<file path="src/design/tdpt_pkg.sv">
// Package for the trial-division prime test unit: widths, FSM state type,
// and the request/status structs between the sequencer and the divider.
// No dependencies.
package tdpt_pkg;

    // Width of the candidate value
    localparam int VALUE_BITS = 31;
    // Trial divisor width: holds the first divisor whose square exceeds any candidate
    localparam int DIV_BITS   = VALUE_BITS / 2 + 2;
    // Running square of the divisor, one bit of headroom over the candidate
    localparam int SQ_BITS    = VALUE_BITS + 1;
    // Bit counter of the serial divider
    localparam int CNT_BITS   = $clog2(VALUE_BITS);

    typedef enum logic [1:0] {
        S_IDLE,
        S_CHECK,
        S_DIV,
        S_OUT
    } t_state;

    // Sequencer to divider
    typedef struct packed {
        logic                  start;
        logic [VALUE_BITS-1:0] dividend;
        logic [DIV_BITS-1:0]   divisor;
    } t_div_req;

    // Divider to sequencer
    typedef struct packed {
        logic busy;
        logic done;
        logic rem_zero;
    } t_div_sts;

endpackage

</file>
<file path="src/design/trial_division_prime_test_unit.sv">
// Top level of the trial-division prime test unit: sequencer, divisor and
// square registers, result register. Depends on tdpt_pkg and tdpt_divider.
//
// Takes one 31-bit candidate word and returns one word with prime_flag set if
// it is prime. Trial divisors run 2, 3, 4, ... while divisor squared does not
// exceed the candidate; the square is kept as a running sum, so no multiplier
// is used. Every remainder comes from one shared serial divider that retires
// one bit per cycle. Zero, one, two and three are settled without a division.
// One item is in work at a time; o_ready is low from acceptance until the
// result word is taken.
module trial_division_prime_test_unit import tdpt_pkg::*; (
    input  logic                  i_clk,
    input  logic                  i_rst_n,
    input  logic                  i_valid,
    output logic                  o_ready,
    input  logic [VALUE_BITS-1:0] i_candidate,
    output logic                  o_valid,
    input  logic                  i_ready,
    output logic                  o_prime_flag
);

    t_state                r_state;
    t_state                n_state;
    logic [VALUE_BITS-1:0] r_n;
    logic [DIV_BITS-1:0]   r_d;
    logic [SQ_BITS-1:0]    r_sq;
    logic                  r_flag;

    logic [VALUE_BITS-1:0] n_n;
    logic [DIV_BITS-1:0]   n_d;
    logic [SQ_BITS-1:0]    n_sq;
    logic                  n_flag;

    logic                  below_two;
    logic                  sq_over;
    t_div_req              div_req;
    t_div_sts              div_sts;

    assign below_two = (r_n[VALUE_BITS-1:1] == '0);
    assign sq_over   = (r_sq > {1'b0, r_n});

    // Next state
    always_comb begin
        n_state = r_state;
        case (r_state)
            S_IDLE: begin
                if (i_valid) n_state = S_CHECK;
            end
            S_CHECK: begin
                if (below_two || sq_over) n_state = S_OUT;
                else                      n_state = S_DIV;
            end
            S_DIV: begin
                if (div_sts.done) begin
                    if (div_sts.rem_zero) n_state = S_OUT;
                    else                  n_state = S_CHECK;
                end
            end
            S_OUT: begin
                if (i_ready) n_state = S_IDLE;
            end
            default: n_state = S_IDLE;
        endcase
    end

    // Outputs and datapath next values
    always_comb begin
        n_n              = r_n;
        n_d              = r_d;
        n_sq             = r_sq;
        n_flag           = r_flag;
        div_req.start    = 1'b0;
        div_req.dividend = r_n;
        div_req.divisor  = r_d;
        o_ready          = 1'b0;
        o_valid          = 1'b0;
        case (r_state)
            S_IDLE: begin
                o_ready = 1'b1;
                n_n     = i_candidate;
                n_d     = DIV_BITS'(2);
                n_sq    = SQ_BITS'(4);
            end
            S_CHECK: begin
                if (below_two) begin
                    n_flag = 1'b0;
                end else if (sq_over) begin
                    n_flag = 1'b1;
                end else begin
                    div_req.start = 1'b1;
                end
            end
            S_DIV: begin
                if (div_sts.done) begin
                    if (div_sts.rem_zero) begin
                        n_flag = 1'b0;
                    end else begin
                        // (d+1)^2 = d^2 + 2d + 1
                        n_d  = r_d + 1'b1;
                        n_sq = r_sq + SQ_BITS'({r_d, 1'b1});
                    end
                end
            end
            S_OUT: begin
                o_valid = 1'b1;
            end
            default: ;
        endcase
    end

    always_ff @(posedge i_clk) begin
        if (!i_rst_n) begin
            r_state <= S_IDLE;
        end else begin
            r_state <= n_state;
        end
    end

    always_ff @(posedge i_clk) begin
        r_n    <= n_n;
        r_d    <= n_d;
        r_sq   <= n_sq;
        r_flag <= n_flag;
    end

    assign o_prime_flag = r_flag;

    tdpt_divider u_divider (
        .i_clk   (i_clk),
        .i_rst_n (i_rst_n),
        .i_req   (div_req),
        .o_sts   (div_sts)
    );

    // Divider is never left running outside a trial
    a_div_idle: assert property (@(posedge i_clk) disable iff (!i_rst_n)
        (r_state == S_IDLE || r_state == S_OUT) |-> !div_sts.busy)
        else $error("divider busy outside a trial");

    // A started trial keeps the divider busy on the next cycle
    a_div_start: assert property (@(posedge i_clk) disable iff (!i_rst_n)
        div_req.start |=> (div_sts.busy && r_state == S_DIV))
        else $error("divider did not start");

    // Zero and one finish at once as not prime
    a_small: assert property (@(posedge i_clk) disable iff (!i_rst_n)
        (r_state == S_CHECK && below_two) |=> (r_state == S_OUT && !r_flag))
        else $error("zero or one not reported composite");

    // Running square tracks the divisor: never below it while searching
    a_square: assert property (@(posedge i_clk) disable iff (!i_rst_n)
        (r_state == S_CHECK) |-> (r_sq >= SQ_BITS'(r_d)))
        else $error("running square out of step");

endmodule

</file>
<file path="src/design/tdpt_divider.sv">
// Shared restoring divider: one dividend bit per cycle, remainder only.
// Depends on tdpt_pkg.
module tdpt_divider import tdpt_pkg::*; (
    input  logic     i_clk,
    input  logic     i_rst_n,
    input  t_div_req i_req,
    output t_div_sts o_sts
);

    logic                  r_busy;
    logic                  r_done;
    logic [CNT_BITS-1:0]   r_cnt;
    logic [VALUE_BITS-1:0] r_shift;
    logic [DIV_BITS-1:0]   r_rem;
    logic [DIV_BITS-1:0]   r_div;

    logic [DIV_BITS:0]     trial;
    logic [DIV_BITS:0]     diff;
    logic [DIV_BITS-1:0]   n_rem;

    // One restoring step: shift in next dividend bit, subtract if it fits
    always_comb begin
        trial = {r_rem, r_shift[VALUE_BITS-1]};
        diff  = trial - {1'b0, r_div};
        if (trial >= {1'b0, r_div}) begin
            n_rem = diff[DIV_BITS-1:0];
        end else begin
            n_rem = trial[DIV_BITS-1:0];
        end
    end

    // Control: busy while the dividend bits are shifted through, done pulses once at the end
    always_ff @(posedge i_clk) begin
        if (!i_rst_n) begin
            r_busy <= 1'b0;
            r_done <= 1'b0;
            r_cnt  <= '0;
        end else begin
            r_done <= 1'b0;
            if (i_req.start) begin
                r_busy <= 1'b1;
                r_cnt  <= '0;
            end else if (r_busy) begin
                r_cnt <= r_cnt + 1'b1;
                if (r_cnt == CNT_BITS'(VALUE_BITS - 1)) begin
                    r_busy <= 1'b0;
                    r_done <= 1'b1;
                end
            end
        end
    end

    // Datapath: dividend shifter, partial remainder, latched divisor
    always_ff @(posedge i_clk) begin
        if (i_req.start) begin
            r_shift <= i_req.dividend;
            r_rem   <= '0;
            r_div   <= i_req.divisor;
        end else if (r_busy) begin
            r_shift <= {r_shift[VALUE_BITS-2:0], 1'b0};
            r_rem   <= n_rem;
        end
    end

    assign o_sts.busy     = r_busy;
    assign o_sts.done     = r_done;
    assign o_sts.rem_zero = (r_rem == '0);

endmodule

</file>
<file path="config.mk">
export PLATFORM = sky130hd
export DESIGN_NAME = trial_division_prime_test_unit
export DESIGN_NICKNAME = d
export VERILOG_FILES = /design/src/design/tdpt_pkg.sv /design/src/design/trial_division_prime_test_unit.sv /design/src/design/tdpt_divider.sv
export SDC_FILE = /design/constraint.sdc
export NUM_CORES = 1
export LEC_CHECK = 0
export BUFFER_PORTS_ARGS = -buffer_cell sky130_fd_sc_hd__buf_2
export CAP_MARGIN = 20
export CORE_ASPECT_RATIO = 0.5
export CORE_MARGIN = 1
export CORE_UTILIZATION = 31
export DETAILED_ROUTE_END_ITERATION = 8
export GPL_TIMING_DRIVEN = 0
export MAX_ROUTING_LAYER = met4
export RECOVER_POWER = 25
export SYNTH_ARGS = -nofsm -noshare
export SYNTH_HDL_FRONTEND = slang
export SYNTH_SLANG_ARGS = --single-unit
</file>
<file path="constraint.sdc">
create_clock -name i_clk -period 4.05 [get_ports i_clk]
set_input_delay 0 -clock i_clk [delete_from_list [all_inputs] [get_ports i_clk]]
set_output_delay 0 -clock i_clk [all_outputs]
set_load 0.005 [all_outputs]
</file>
==> report_table.html <==
<table>
<tr><th>Metric</th><th>Value</th></tr>
<tr><th colspan="2">Status</th></tr>
<tr><td>Status</td><td>finished, final reports clean</td></tr>
<tr><th colspan="2">Yosys</th></tr>
<tr><td>Most used DFF post-synth</td><td>edfxtp_1</td></tr>
<tr><td>Async set-reset flop share out of synthesis</td><td>0%</td></tr>
<tr><td>Number of enable flip-flop cells after synthesis</td><td>129</td></tr>
<tr><td>Count of yosys warnings during synthesis</td><td>0</td></tr>
<tr><td>Number of synthesized register bits</td><td>155</td></tr>
<tr><td>Syn Std Cell Area</td><td>0.00881 mm2</td></tr>
<tr><td>Register area share after synthesis</td><td>49.9%</td></tr>
<tr><td>Post-Synthesis Net Count</td><td>885</td></tr>
<tr><td>Synthesized instance count</td><td>780</td></tr>
<tr><td>Avg Inst Size Synth</td><td>11.3 um2</td></tr>
<tr><td>Count of different cell masters after synthesis</td><td>72</td></tr>
<tr><th colspan="2">Worst setup path</th></tr>
<tr><td>Signal arrival time at the worst endpoint</td><td>3.70 ns</td></tr>
<tr><td>Type of the worst setup path</td><td>flop to flop</td></tr>
<tr><td>Category of the worst setup path capture point</td><td>flop</td></tr>
<tr><td>Internal reg-to-reg setup slack</td><td>0.49 ns</td></tr>
<tr><td>Worst reg2reg path startpoint</td><td>r_sq[21]</td></tr>
<tr><td>Required @ worst endpoint</td><td>4.18 ns</td></tr>
<tr><td>Startpoint kind of the worst setup timing path</td><td>flop</td></tr>
<tr><td>Worst Path Max Fanout</td><td>21</td></tr>
<tr><td>CP Launch Point</td><td>r_sq[21]</td></tr>
<tr><th colspan="2">Global routing</th></tr>
<tr><td>Maximum number of pins on one net before global-route repair</td><td>39</td></tr>
<tr><td>Via count of the first global-routing pass</td><td>6111</td></tr>
<tr><td>Total overflow reported by the global router</td><td>0</td></tr>
<tr><td>Overall global routing resource usage</td><td>14.4%</td></tr>
<tr><td>Antenna violations before repair</td><td>0</td></tr>
<tr><td>Wire length of the first global-routing pass</td><td>31700 um</td></tr>
<tr><th colspan="2">Finish</th></tr>
<tr><td>Most common cell after layout, fill and taps aside</td><td>edfxtp_1</td></tr>
<tr><td>Final std cells w/o fill</td><td>1270</td></tr>
<tr><td>Commonest cells after routing, fill and taps aside</td><td>129 x edfxtp_1, 80 x nor2_1, 68 x ha_1</td></tr>
<tr><td>P&amp;R area growth vs syn</td><td>18.8%</td></tr>
<tr><td>Utilization after layout</td><td>37.6%</td></tr>
<tr><td>Final design instance area without fill</td><td>0.0105 mm2</td></tr>
<tr><td>ANT cells</td><td>0</td></tr>
<tr><td>Nets</td><td>980</td></tr>
<tr><td>Share of final-layout standard cells stronger than drive strength 1</td><td>14.5%</td></tr>
<tr><td>Count of fill cells added during filler insertion</td><td>2700</td></tr>
<tr><th colspan="2">Power and ir drop</th></tr>
<tr><td>Sw power</td><td>2.35 mW</td></tr>
<tr><td>Clock power frac</td><td>24.3%</td></tr>
<tr><td>Max IR drop VDD</td><td>260 uV</td></tr>
<tr><td>Net switching fraction of the power</td><td>36.1%</td></tr>
<tr><td>Power share of the combinational group</td><td>36.4%</td></tr>
<tr><td>Cell area power density</td><td>622 mW/mm2</td></tr>
<tr><td>Sequential Power Share</td><td>39.3%</td></tr>
<tr><td>Int Pwr</td><td>4.16 mW</td></tr>
<tr><td>Sum of internal, switching and leakage power</td><td>6.51 mW</td></tr>
<tr><td>Lkg Pwr</td><td>4.27 nW</td></tr>
<tr><th colspan="2">Route</th></tr>
<tr><td>Remaining antenna violation count after routing</td><td>0</td></tr>
<tr><td>First drt pass iteration count</td><td>4</td></tr>
<tr><td>Wire length per cell after detailed routing</td><td>15.3 um</td></tr>
<tr><td>Iteration-0 DRC Markers</td><td>322</td></tr>
<tr><td>Total Wirelength</td><td>19400 um</td></tr>
<tr><td>Post-DR vias/cell</td><td>4.92</td></tr>
<tr><td>DRC errors left</td><td>0</td></tr>
<tr><td>Count of vias placed by the detailed router</td><td>6246</td></tr>
<tr><th colspan="2">Timing</th></tr>
<tr><td>Tmin final</td><td>3.56 ns</td></tr>
<tr><td>Top achievable clock speed</td><td>281 MHz</td></tr>
<tr><td>Share of the clock period used by the worst path after layout</td><td>88.0%</td></tr>
<tr><td>Slew Viols, Final</td><td>0</td></tr>
<tr><td>Total setup violations reported at the end of the flow</td><td>0</td></tr>
<tr><td>Worst relative slew slack</td><td>23.8%</td></tr>
<tr><td>Setup slack after layout</td><td>0.486 ns</td></tr>
<tr><td>Tightest Pin Transition</td><td>1.14 ns</td></tr>
<tr><td>Clock skew</td><td>0.0136 ns</td></tr>
<tr><td>WHS</td><td>0.277 ns</td></tr>
<tr><td>Unrepaired setup endpoints after global routing</td><td>false</td></tr>
<tr><td>Number of hold violations in the final report</td><td>0</td></tr>
<tr><td>Setup TNS</td><td>0 ns</td></tr>
<tr><th colspan="2">Die</th></tr>
<tr><td>Standard-cell rows</td><td>43</td></tr>
<tr><td>Initial cell density of the core</td><td>31.7%</td></tr>
<tr><td>Placeable core region</td><td>0.0278 mm2</td></tr>
<tr><td>Die H</td><td>121 um</td></tr>
<tr><td>Overall die area</td><td>0.0291 mm2</td></tr>
<tr><td>Die span in x</td><td>240 um</td></tr>
<tr><td>I/O Pins</td><td>38</td></tr>
<tr><th colspan="2">Placed design</th></tr>
<tr><td>DP HPWL</td><td>14200 um</td></tr>
<tr><td>Cell area reported after detailed placement</td><td>0.00952 mm2</td></tr>
<tr><td>GPL Wtd Cong</td><td>0.863</td></tr>
<tr><td>Total placed cells including tap cells</td><td>1201</td></tr>
<tr><td>Setup slack at placement</td><td>0.475 ns</td></tr>
<tr><td>Number of buffers inserted by port buffering</td><td>36</td></tr>
<tr><th colspan="2">Clocking</th></tr>
<tr><td>Number of levels in the clock H-tree</td><td>4</td></tr>
<tr><td>Clock tree from TritonCTS</td><td>done</td></tr>
<tr><td>Setup repair bufs after CTS</td><td>0</td></tr>
<tr><td>CTS Buf Count</td><td>17</td></tr>
<tr><td>Clock Latency Late Sink</td><td>0.43 ns</td></tr>
<tr><td>Clk sink count</td><td>155</td></tr>
<tr><td>Clk buf depth</td><td>2</td></tr>
<tr><td>Clock-pin slew of the registers on the worst-case setup and hold paths</td><td>0.07 ns</td></tr>
<tr><td>Number of cells upsized or downsized after cts</td><td>0</td></tr>
<tr><td>Clock Tree Root</td><td>clkbuf_16</td></tr>
<tr><td>Hold buffer count at CTS</td><td>37</td></tr>
<tr><th colspan="2">Run</th></tr>
<tr><td># Max-Cap Violations</td><td>0</td></tr>
<tr><th colspan="2">Worst hold path</th></tr>
<tr><td>Start point of the worst min-delay path</td><td>i_candidate[28]</td></tr>
<tr><td>HP Class</td><td>input port to flop</td></tr>
</table>
==> area by class of cell <==
type                    count  area, um2  area share (%)
flip-flops and latches    155       4390            42.0
multi-input cells         538       4050            38.7
repair buffers             76        587            5.61
well taps                 382        478            4.57
clock buffers              17        425            4.07
inverters                  62        233            2.22
clock inverters            15        161            1.54
plain buffers              25        131            1.26
==> final timing paths <==
path | endpoint | cells past startpoint
worst max-delay path | u_divider.r_shift[19] | 11
worst min-delay path | r_n[28] | 2
worst max register to register | u_divider.r_shift[19] | 11
worst min register to register | u_divider.r_rem[16] | 2
==> logic make-up after synthesis <==
| family | share of synthesized area [%] |
|---|---|
| simple gates | 13.3 |
| mux | 5.63 |
| xor+xnor | 4.87 |
| buf+inv | 4.13 |
| flops | 49.9 |
| fa+ha+maj | 10.1 |
| compound gates | 12.1 |
==> critical path, stage by stage, from the launching register on <==
cell       delay [ns]
edfxtp_1         0.48
ha_1             0.36
a21o_1           0.17
a21o_1           0.17
a21oi_1          0.22
o22ai_1          0.12
a2111oi_2        0.38
a31oi_1          0.24
nand2b_4         0.21
buf_2            0.19
nand2b_1         0.44
buf_8            0.27
==> layer usage <==
metal  track usage [%]  wire [um]  part of all wire [%]  up-vias
met4              4.50        323                   1.7        0
met2              23.7       9340                    48       66
met1              17.9       9350                    48     3065
met5                 -          0                     0        -
met3              2.82        421                   2.2       26
li1                  -          -                     -     3089
==> synthesized netlist by cell type (14+ instances only) <==
cell,number,share of area [%]
xnor2_1,18,1.8
clkbuf_1,16,0.68
xor2_1,31,3.1
and3_1,17,1.2
dfxtp_1,26,5.9
mux2_2,20,2.6
inv_1,61,2.6
nand3_1,17,0.97
nor2_1,80,3.4
o21ai_0,18,1.0
nor4_1,14,0.99
nand4_1,20,1.4
nand2_1,24,1.0
a21o_1,25,2.1
edfxtp_1,129,44
ha_1,68,9.7
a21oi_1,31,1.8
==> power groups by stage <==
stage / sequential, mW / combinational, mW / clock (mW)
6_report: 2.56 / 2.37 / 1.58
5_1_grt: 2.60 / 2.66 / 1.68
3_5_place_dp: 2.59 / 2.33 / 0
2_1_floorplan: 2.45 / 1.87 / 0
3_3_place_gp: 2.59 / 2.23 / 0
4_1_cts: 2.56 / 2.38 / 1.61
==> sequential cells by signal (all words and copies together) (netlist names) <==
signal	flops
o_prime_flag	1
r_d	17
r_n	31
r_sq	32
r_state	2
u_divider.r_busy	1
u_divider.r_cnt	5
u_divider.r_div	17
u_divider.r_done	1
u_divider.r_rem	17
u_divider.r_shift	31
No activity file was read; power rests on OpenSTA's default activity.
